[src/sv/assert_macros.svh]
// Assertion macros for the RTL; conv_encode_interleave.sv includes them.
`ifndef ASSERT_MACROS_SVH
`define ASSERT_MACROS_SVH

`ifndef SYNTH

// Checked on every clock edge outside reset.
`define ASSERT_CLK(label, prop, msg) \
    label: assert property (@(posedge i_clk) disable iff (!i_rst_n) prop) else $error(msg);

// Checked on every clock edge, reset included.
`define ASSERT_ALWAYS(label, prop, msg) \
    label: assert property (@(posedge i_clk) prop) else $error(msg);

`else

`define ASSERT_CLK(label, prop, msg)
`define ASSERT_ALWAYS(label, prop, msg)

`endif

`endif

[src/sv/cei_pkg.sv]
// Package for the convolutional encoder and interleaver: code table and word functions.
package cei_pkg;

    localparam int BYTE_W = 8;
    localparam int HIST_W = 3;
    localparam int PAIR_W = 16;
    localparam int WORD_W = 32;

    // Two code bits per input bit, indexed by {history, bit}
    localparam logic [1:0] CODE_TABLE [16] = '{
        2'd0, 2'd3, 2'd1, 2'd2, 2'd3, 2'd0, 2'd2, 2'd1,
        2'd3, 2'd0, 2'd2, 2'd1, 2'd0, 2'd3, 2'd1, 2'd2
    };

    // Encode one byte MSB first; first code lands in bits 15..14.
    function automatic logic [PAIR_W-1:0] cei_encode(
        input logic [BYTE_W-1:0] data,
        input logic [HIST_W-1:0] hist_in
    );
        logic [HIST_W-1:0] hist;
        logic [3:0]        idx;
        logic [PAIR_W-1:0] pair;
        hist = hist_in;
        pair = '0;
        for (int k = BYTE_W - 1; k >= 0; k--) begin
            idx  = {hist, data[k]};
            pair = {pair[PAIR_W-3:0], CODE_TABLE[idx]};
            hist = idx[HIST_W-1:0];
        end
        return pair;
    endfunction

    // 4x4 dibit interleave: top dibit j takes dibit j/4 of coded byte 3 - j%4.
    function automatic logic [WORD_W-1:0] cei_interleave(
        input logic [PAIR_W-1:0] first,
        input logic [PAIR_W-1:0] second
    );
        logic [7:0]        c [4];
        logic [WORD_W-1:0] word;
        c[0] = first[15:8];
        c[1] = first[7:0];
        c[2] = second[15:8];
        c[3] = second[7:0];
        word = '0;
        for (int j = 0; j < 16; j++) begin
            word[WORD_W-1-2*j -: 2] = c[2'(3 - (j & 3))][2*(j >> 2) +: 2];
        end
        return word;
    endfunction

endpackage

[src/sv/conv_encode_interleave.sv]
// Top level: rate-1/2 K=4 convolutional encoder with 4x4 dibit interleaver.
// Takes one packet byte per cycle and keeps that rate while the output side
// is not stalling; a word held in the result register under i_out_stall
// stalls the input as soon as the next byte needs a word slot. A byte is
// held in the input register, where the whole encode and interleave is done
// by short logic, and the finished word is then loaded into the result
// register, which drives o_out_valid; an output stall can keep the byte
// waiting in the input register. Two bytes make one 32-bit word; a packet
// with an odd byte count closes with a word interleaved from its last coded
// pair and a zero pair, with o_odd_length set. i_first_of_packet clears the
// encoder history and drops any half-built word.
`include "assert_macros.svh"

module conv_encode_interleave import cei_pkg::*; (
    input  logic              i_clk,
    input  logic              i_rst_n,
    input  logic              i_in_valid,
    output logic              o_in_stall,
    input  logic [BYTE_W-1:0] i_data_byte,
    input  logic              i_first_of_packet,
    input  logic              i_last_of_packet,
    output logic              o_out_valid,
    input  logic              i_out_stall,
    output logic [WORD_W-1:0] o_coded_word,
    output logic              o_last_word,
    output logic              o_odd_length
);

    // input register
    logic              r_s1_valid;
    logic [BYTE_W-1:0] r_s1_byte;
    logic              r_s1_first;
    logic              r_s1_last;

    // encoder state
    logic [HIST_W-1:0] r_hist;
    logic [PAIR_W-1:0] r_held;
    logic              r_pending;

    // result register
    logic              r_out_valid;
    logic [WORD_W-1:0] r_out_word;
    logic              r_out_last;
    logic              r_out_odd;

    logic              in_accept;
    logic              out_free;
    logic              s1_emit;
    logic              s1_go;
    logic              pending_eff;
    logic [HIST_W-1:0] hist_eff;
    logic [PAIR_W-1:0] s1_pair;
    logic [WORD_W-1:0] n_word;
    logic              n_pending;

    assign out_free    = !r_out_valid || !i_out_stall;
    assign pending_eff = r_pending && !r_s1_first;
    assign hist_eff    = r_s1_first ? '0 : r_hist;
    assign s1_pair     = cei_encode(r_s1_byte, hist_eff);
    assign s1_emit     = r_s1_valid && (pending_eff || r_s1_last);
    assign s1_go       = r_s1_valid && (!s1_emit || out_free);
    assign o_in_stall  = r_s1_valid && !s1_go;
    assign in_accept   = i_in_valid && !o_in_stall;
    assign n_pending   = !pending_eff && !r_s1_last;

    always_comb begin
        if (pending_eff) begin
            n_word = cei_interleave(r_held, s1_pair);
        end else begin
            n_word = cei_interleave(s1_pair, '0);
        end
    end

    always_ff @(posedge i_clk) begin
        if (!i_rst_n) begin
            r_s1_valid <= 1'b0;
        end else if (in_accept) begin
            r_s1_valid <= 1'b1;
        end else if (s1_go) begin
            r_s1_valid <= 1'b0;
        end
    end

    always_ff @(posedge i_clk) begin
        if (in_accept) begin
            r_s1_byte  <= i_data_byte;
            r_s1_first <= i_first_of_packet;
            r_s1_last  <= i_last_of_packet;
        end
    end

    always_ff @(posedge i_clk) begin
        if (!i_rst_n) begin
            r_hist    <= '0;
            r_held    <= '0;
            r_pending <= 1'b0;
        end else if (s1_go) begin
            // history after a byte is just its three low bits
            r_hist    <= r_s1_byte[HIST_W-1:0];
            r_pending <= n_pending;
            r_held    <= n_pending ? s1_pair : '0;
        end
    end

    always_ff @(posedge i_clk) begin
        if (!i_rst_n) begin
            r_out_valid <= 1'b0;
        end else if (s1_go && s1_emit) begin
            r_out_valid <= 1'b1;
        end else if (!i_out_stall) begin
            r_out_valid <= 1'b0;
        end
    end

    always_ff @(posedge i_clk) begin
        if (s1_go && s1_emit) begin
            r_out_word <= n_word;
            r_out_last <= r_s1_last;
            r_out_odd  <= !pending_eff;
        end
    end

    assign o_out_valid  = r_out_valid;
    assign o_coded_word = r_out_word;
    assign o_last_word  = r_out_last;
    assign o_odd_length = r_out_odd;

    `ASSERT_CLK(a_odd_is_last, (r_out_valid && r_out_odd) |-> r_out_last, "odd word not last")
    `ASSERT_CLK(a_hold_sets_pending, (s1_go && !s1_emit) |=> r_pending, "pair not held")
    `ASSERT_CLK(a_emit_clears_pending, (s1_go && s1_emit) |=> !r_pending, "pair kept after word")
    `ASSERT_CLK(a_emit_fills_out, (s1_go && s1_emit) |=> r_out_valid, "word lost")
    `ASSERT_ALWAYS(a_reset_empty, !i_rst_n |=> (!r_out_valid && !r_s1_valid && !r_pending), "reset")

endmodule
[config.mk]
export PLATFORM = sky130hd
export DESIGN_NAME = conv_encode_interleave
export DESIGN_NICKNAME = d
export VERILOG_FILES = /design/src/sv/cei_pkg.sv /design/src/sv/conv_encode_interleave.sv
export VERILOG_INCLUDE_DIRS = /design/src /design/src/sv
export SDC_FILE = /design/constraint.sdc
export NUM_CORES = 1
export LEC_CHECK = 0
export ABC_AREA = 1
export BUFFER_PORTS_ARGS = -buffer_cell sky130_fd_sc_hd__buf_2
export CAP_MARGIN = 15
export CELL_PAD_IN_SITES_DETAIL_PLACEMENT = 0
export CELL_PAD_IN_SITES_GLOBAL_PLACEMENT = 2
export CORE_AREA = 2 2 90 92
export DETAILED_ROUTE_END_ITERATION = 10
export DIE_AREA = 0 0 92 94
export PLACE_DENSITY_LB_ADDON = 0.3
export SYNTH_ARGS = -nofsm -noshare
export SYNTH_HDL_FRONTEND = slang
export SYNTH_SLANG_ARGS = --single-unit
[constraint.sdc]
create_clock -name i_clk -period 4.01 [get_ports i_clk]
set_clock_uncertainty 0.2 [all_clocks]
set_input_delay 0.401 -clock i_clk [delete_from_list [all_inputs] [get_ports i_clk]]
set_output_delay 0.401 -clock i_clk [all_outputs]
set_load 0.03 [all_outputs]
; ---- Word level (Yosys, flattened, before mapping)
; Memories as Yosys holds them, arrays and structs flattened.
; Cells that the tools add are included.
[classes]
magnitude_cmp = 8
eq_ne = 1
muxes = 23
n_bitwise = 8
reduce_logical = 19
[ops]
columns = op, n
row1 = $ge 5x5->1 const B, 8
row2 = $not 4->5, 8
row3 = $mux 2, 16
row4 = $mux 28, 1
row5 = $mux 16, 1
row6 = $logic_not 1->1, 8
row7 = $logic_and 1x1->1, 7
row8 = $mux 1, 4
row9 = $logic_or 1x1->1, 3
row10 = $mux 3, 1
row11 = $ne 2x1->1 const B, 1
row12 = $reduce_bool 2->1, 1
[totals]
ff_bits = 66
rom_bits = 256
inputBits = 14
output_inout_bits = 36
word_cells = 78
memories = 8
[memory_table]
columns = name, words, width, read_ports, rd_ports_with_merged_regs, wr, line
row1 = (no name shown), 16, 2, 1, 0, 0, cei_pkg.sv:27  ; pair = {pair[PAIR_W-3:0], CODE_TABLE[idx]};
row2 = (no name shown), 16, 2, 1, 0, 0, cei_pkg.sv:27
row3 = (no name shown), 16, 2, 1, 0, 0, cei_pkg.sv:27
row4 = (no name shown), 16, 2, 1, 0, 0, cei_pkg.sv:27
row5 = (no name shown), 16, 2, 1, 0, 0, cei_pkg.sv:27
row6 = (no name shown), 16, 2, 1, 0, 0, cei_pkg.sv:27
row7 = 2 more memories, --, --, --, --, --, --

; ---- Logic depth before layout (Yosys ltp)
[depth]
ltp_word = 12
ltp_mapped = 9
mapped_depth_nobuf = 9

; ---- Worst setup path before layout
; No wires, ideal clock.
[synth_path]
path_kind = reg2reg
start = register r_s1_first
end = register r_out_word[0] (netlist: o_coded_word[0]), enable pin
setup_time_ps = 392
arrival_time_ps = 1517
required_ps = 3418
slack_ps = 1900
path_stages_with_launch = 6
n_path_buf = 0
period_less_slack_ps = 2110
cell_sequence = edfxtp_1 inv_2 nand2_4 nand2_4 nand2_1 nor2_1
[synth_between]
elab_chain_len = 8
[synth_lines]
columns = element, line
row1 = start: declaration, conv_encode_interleave.sv:32  ; logic r_s1_first;
row2 = start signal: assignment, conv_encode_interleave.sv:87  ; r_s1_first <= i_first_of_packet;
row3 = $logic_not 1->1 *, conv_encode_interleave.sv:57  ; assign pending_eff = r_pending && !r_s1_first;
row4 = $logic_and 1x1->1 *, conv_encode_interleave.sv:57
row5 = $logic_or 1x1->1 *, conv_encode_interleave.sv:60  ; assign s1_emit = r_s1_valid && (pending_eff || r_s1_last);
row6 = $logic_and 1x1->1 *, conv_encode_interleave.sv:60
row7 = $logic_not 1->1, conv_encode_interleave.sv:61  ; assign s1_go = r_s1_valid && (!s1_emit || out_free);
row8 = $logic_or 1x1->1, conv_encode_interleave.sv:61
row9 = $logic_and 1x1->1, conv_encode_interleave.sv:61
row10 = $logic_and 1x1->1 *, conv_encode_interleave.sv:116  ; if (s1_go && s1_emit) begin
row11 = end signal: assignment, conv_encode_interleave.sv:117  ; r_out_word <= n_word;
row12 = end: declaration, conv_encode_interleave.sv:42  ; logic [WORD_W-1:0] r_out_word;
; Every way passes the cells marked *; elsewhere a longest branch is shown, timed or not.
; A chain may end at the register's enable or synchronous reset.

; ---- Worst setup path after layout
[layout_path]
start = register r_s1_first
end = output port o_in_stall
[layout_between]
elab_chain_len = 9
[layout_lines]
columns = element, line
row1 = $logic_not 1->1, conv_encode_interleave.sv:57
row2 = $logic_and 1x1->1, conv_encode_interleave.sv:57
row3 = $logic_or 1x1->1, conv_encode_interleave.sv:60
row4 = $logic_and 1x1->1, conv_encode_interleave.sv:60
row5 = $logic_not 1->1, conv_encode_interleave.sv:61
row6 = $logic_or 1x1->1, conv_encode_interleave.sv:61
row7 = $logic_and 1x1->1, conv_encode_interleave.sv:61
row8 = $logic_not 1->1, conv_encode_interleave.sv:62  ; assign o_in_stall = r_s1_valid && !s1_go;
row9 = $logic_and 1x1->1, conv_encode_interleave.sv:62
row10 = end: declaration, conv_encode_interleave.sv:18  ; output logic o_in_stall,
; Every way passes these cells.

==> flow_metrics.py <==
metrics = {
    "floorplanning": {
        "die_area_um2": 8650,
        "core_region_area_um2": 7610,
        "pin_count": 50,
        "die_x_um": 92,
        "core.rowCount": 32,
        "die_h_um": 94,
        "start_util_pct": 34.6,
    },
    "power": {
        "internal-power_mw": 0.747,
        "vdd_ir_drop_max_uv": 139,
        "power.share.clock_pct": 29.4,
        "p_seq_share_pct": 54.5,
        "pwr-share-comb_pct": 16.2,
        "p_sw_mw": 0.330,
        "p_leak_nw": 1.37,
        "p_per_area_nw_per_um2": 371,
        "swShare_pct": 30.7,
    },
    "cts": {
        "post_cts_buffers": 0,
        "hold_buffers": 0,
        "cts-htree-levels": 2,
        "clock-root-buffer": "clkbuf_8",
        "clkSlewWorstSetupHoldPaths_ns": 0.10,
        "cts_tree": "yes",
        "cts-buffers-inserted": 5,
        "cts_num_sinks": 50,
        "clkLatencyLatePin_ns": 0.32,
        "clock_path_buffers": 2,
        "cts_resized": 0,
    },
    "synthesis": {
        "seq_area_frac_synth_pct": 48.7,
        "synth-compound-area-share_pct": 6.94,
        "synth_mux_area_share_pct": 0,
        "synth_top_family_by_area": "simple AND/OR/NAND/NOR gates",
        "yosys.area_share.adder_pct": 5.23,
        "netlist_area_um2": 2630,
        "synthXorXnorAreaFrac_pct": 0,
        "ys.warnings.count": 0,
        "synthSimpleGateAreaFrac_pct": 28.1,
        "syn_avg_cell_area_um2": 8.27,
        "synth.distinct_cells": 22,
        "synthCells": 318,
        "ys_ff_latch": 50,
    },
    "sta": {
        "fin_crit_ns": 2.16,
        "rsz0062_at_grt": "false",
        "hold_viol_final": 0,
        "fmax_mhz": 464,
        "worst-slew-pin-transition_ns": 0.722,
        "final_max_slew_viol_count": 0,
        "tns_ns": 0,
        "setup_viol_count_final": 0,
        "post-route-period-util_pct": 53.8,
        "slew_headroom_pct": 51.6,
    },
    "route": {
        "vias_per_cell": 4.39,
        "drt_iter0_drc": 54,
        "ant_nets": 0,
        "drtPass1Iterations": 4,
        "drc_errors": 0,
        "postRouteWirelength_um": 5670,
        "vias": 1995,
        "wl_per_cell_um": 12.5,
    },
    "global_route": {
        "grtUsageTotal_pct": 14.2,
        "antenna_found_initial": 0,
        "grt_max_degree": 29,
        "grt_pass1_wl_um": 9450,
        "grt_pass1_vias": 1916,
        "gr-total-overflow": 0,
    },
    "final_layout": {
        "diodes": 0,
        "drive_above_1_share_pct": 16.8,
        "finalNetCount": 376,
        "final_core_util_pct": 38.2,
        "final_cell_mix": "nand2_1 (116), buf_2 (33), edfxtp_1 (28)",
        "area_delta_synth_final_pct": 10.5,
        "final_common_cell": "nand2_1",
    },
    "critical_path": {
        "start_kind": "register",
        "cp_max_fo": 28,
        "critical_path_class": "register to primary output",
        "end_kind": "primary output",
        "cp_data_arrival_time_ns": 1.56,
        "required_ns": 3.41,
    },
    "flow_run": {
        "drv_cap": 0,
    },
    "place": {
        "gp_congestion": 0.767,
        "hpwlAfterDp_um": 3910,
        "port_buffers": 33,
    },
    "outcome": {
        "status": "finished clean",
    },
    "min_path": {
        "hp-class": "input port to register",
    },
}
[registers in the layout, indices dropped and copies added (netlist names), 3 cells and up]
signal        count
o_coded_word     16
r_hist            3
r_held           16
r_s1_byte         8
[worst max-delay path: stages, from the launching register on]
cell      delay [ns]
edfxtp_1        0.39
inv_2           0.16
nand2_4         0.22
nand2_4         0.14
nand3_4         0.09
inv_1           0.07
buf_2           0.19
[power groups by stage]
stage	logic, mW	clock network [mW]	registers (mW)
floorplan	0.135	0	0.610
global placement	0.175	0	0.598
detailed placement	0.176	0	0.598
CTS	0.176	0.327	0.587
global route	0.199	0.345	0.590
finish	0.174	0.316	0.587
[cell usage after synthesis]
cell type | n | area, um2
nand2_1 | 116 | 435
edfxtp_1 | 28 | 841
inv_1 | 27 | 101
nor2_1 | 24 | 90.1
dfxtp_1 | 22 | 440
nand3_1 | 21 | 105
buf_4 | 16 | 120
a21oi_1 | 13 | 65.1
ha_1 | 11 | 138
a31oi_1 | 8 | 50.1
a21oi_2 | 6 | 52.6
buf_2 | 4 | 20.0
buf_6 | 3 | 33.8
nand2_2 | 3 | 18.8
nand2_4 | 3 | 33.8
nand4_1 | 3 | 18.8
o21ai_1 | 3 | 15.0
inv_2 | 2 | 7.51
nand3_2 | 2 | 20.0
clkinv_1 | 1 | 3.75
conb_1 | 1 | 3.75
nand3_4 | 1 | 17.5
[area by class of cell]
class | count | area [um2]
repair buffers | 34 | 173
well taps | 102 | 128
flip-flops and latches | 50 | 1280
fillers | 811 | 4700
clock inverters | 3 | 23.8
clock buffers | 5 | 68.8
inverters | 30 | 113
multi-input cells | 230 | 1120
[layer usage]
metal  vias to the layer above  track usage [%]  share of wire, %
met3                         6             3.13               3.8
met1                       891             19.6                52
li1                       1056                -                 -
met2                        42             22.3                43
met4                         0             4.48               1.4
met5                         -                0                 0
[through the flow]
step	cell area [um2]	hold slack, ns	std cells	power [mW]	worst slack, ns
after floorplan	2690	0.226	333	0.745	1.90
after global placement	2810	0.250	446	0.773	2.16
after detailed placement	2810	0.248	446	0.774	2.11
after CTS	2910	0.0473	454	1.09	1.83
after global routing	2910	0.0447	454	1.13	1.74
final	2910	0.0570	454	1.08	1.85
[kinds of logic after synthesis]
group                    Yosys count
AO/OA/AOI/OAI                     30
adder cells (fa/ha/maj)           11
buffers and inverters             53
flip-flops                        50
other                              1
AND/OR/NAND/NOR                  173
[path summary, 6_finish.rpt]
| check | slack (ns) | cells past startpoint | to | startpoint |
|---|---|---|---|---|
| min reg2reg | 0.27 | 2 | r_held[1] | r_held[1] |
| max | 1.85 | 6 | o_in_stall | r_s1_first |
| max reg2reg | 2.13 | 6 | o_coded_word[25] | r_s1_first |
| min | 0.06 | 1 | r_s1_byte[2] | i_data_byte[2] |
Power figures use the tool's default switching activity.
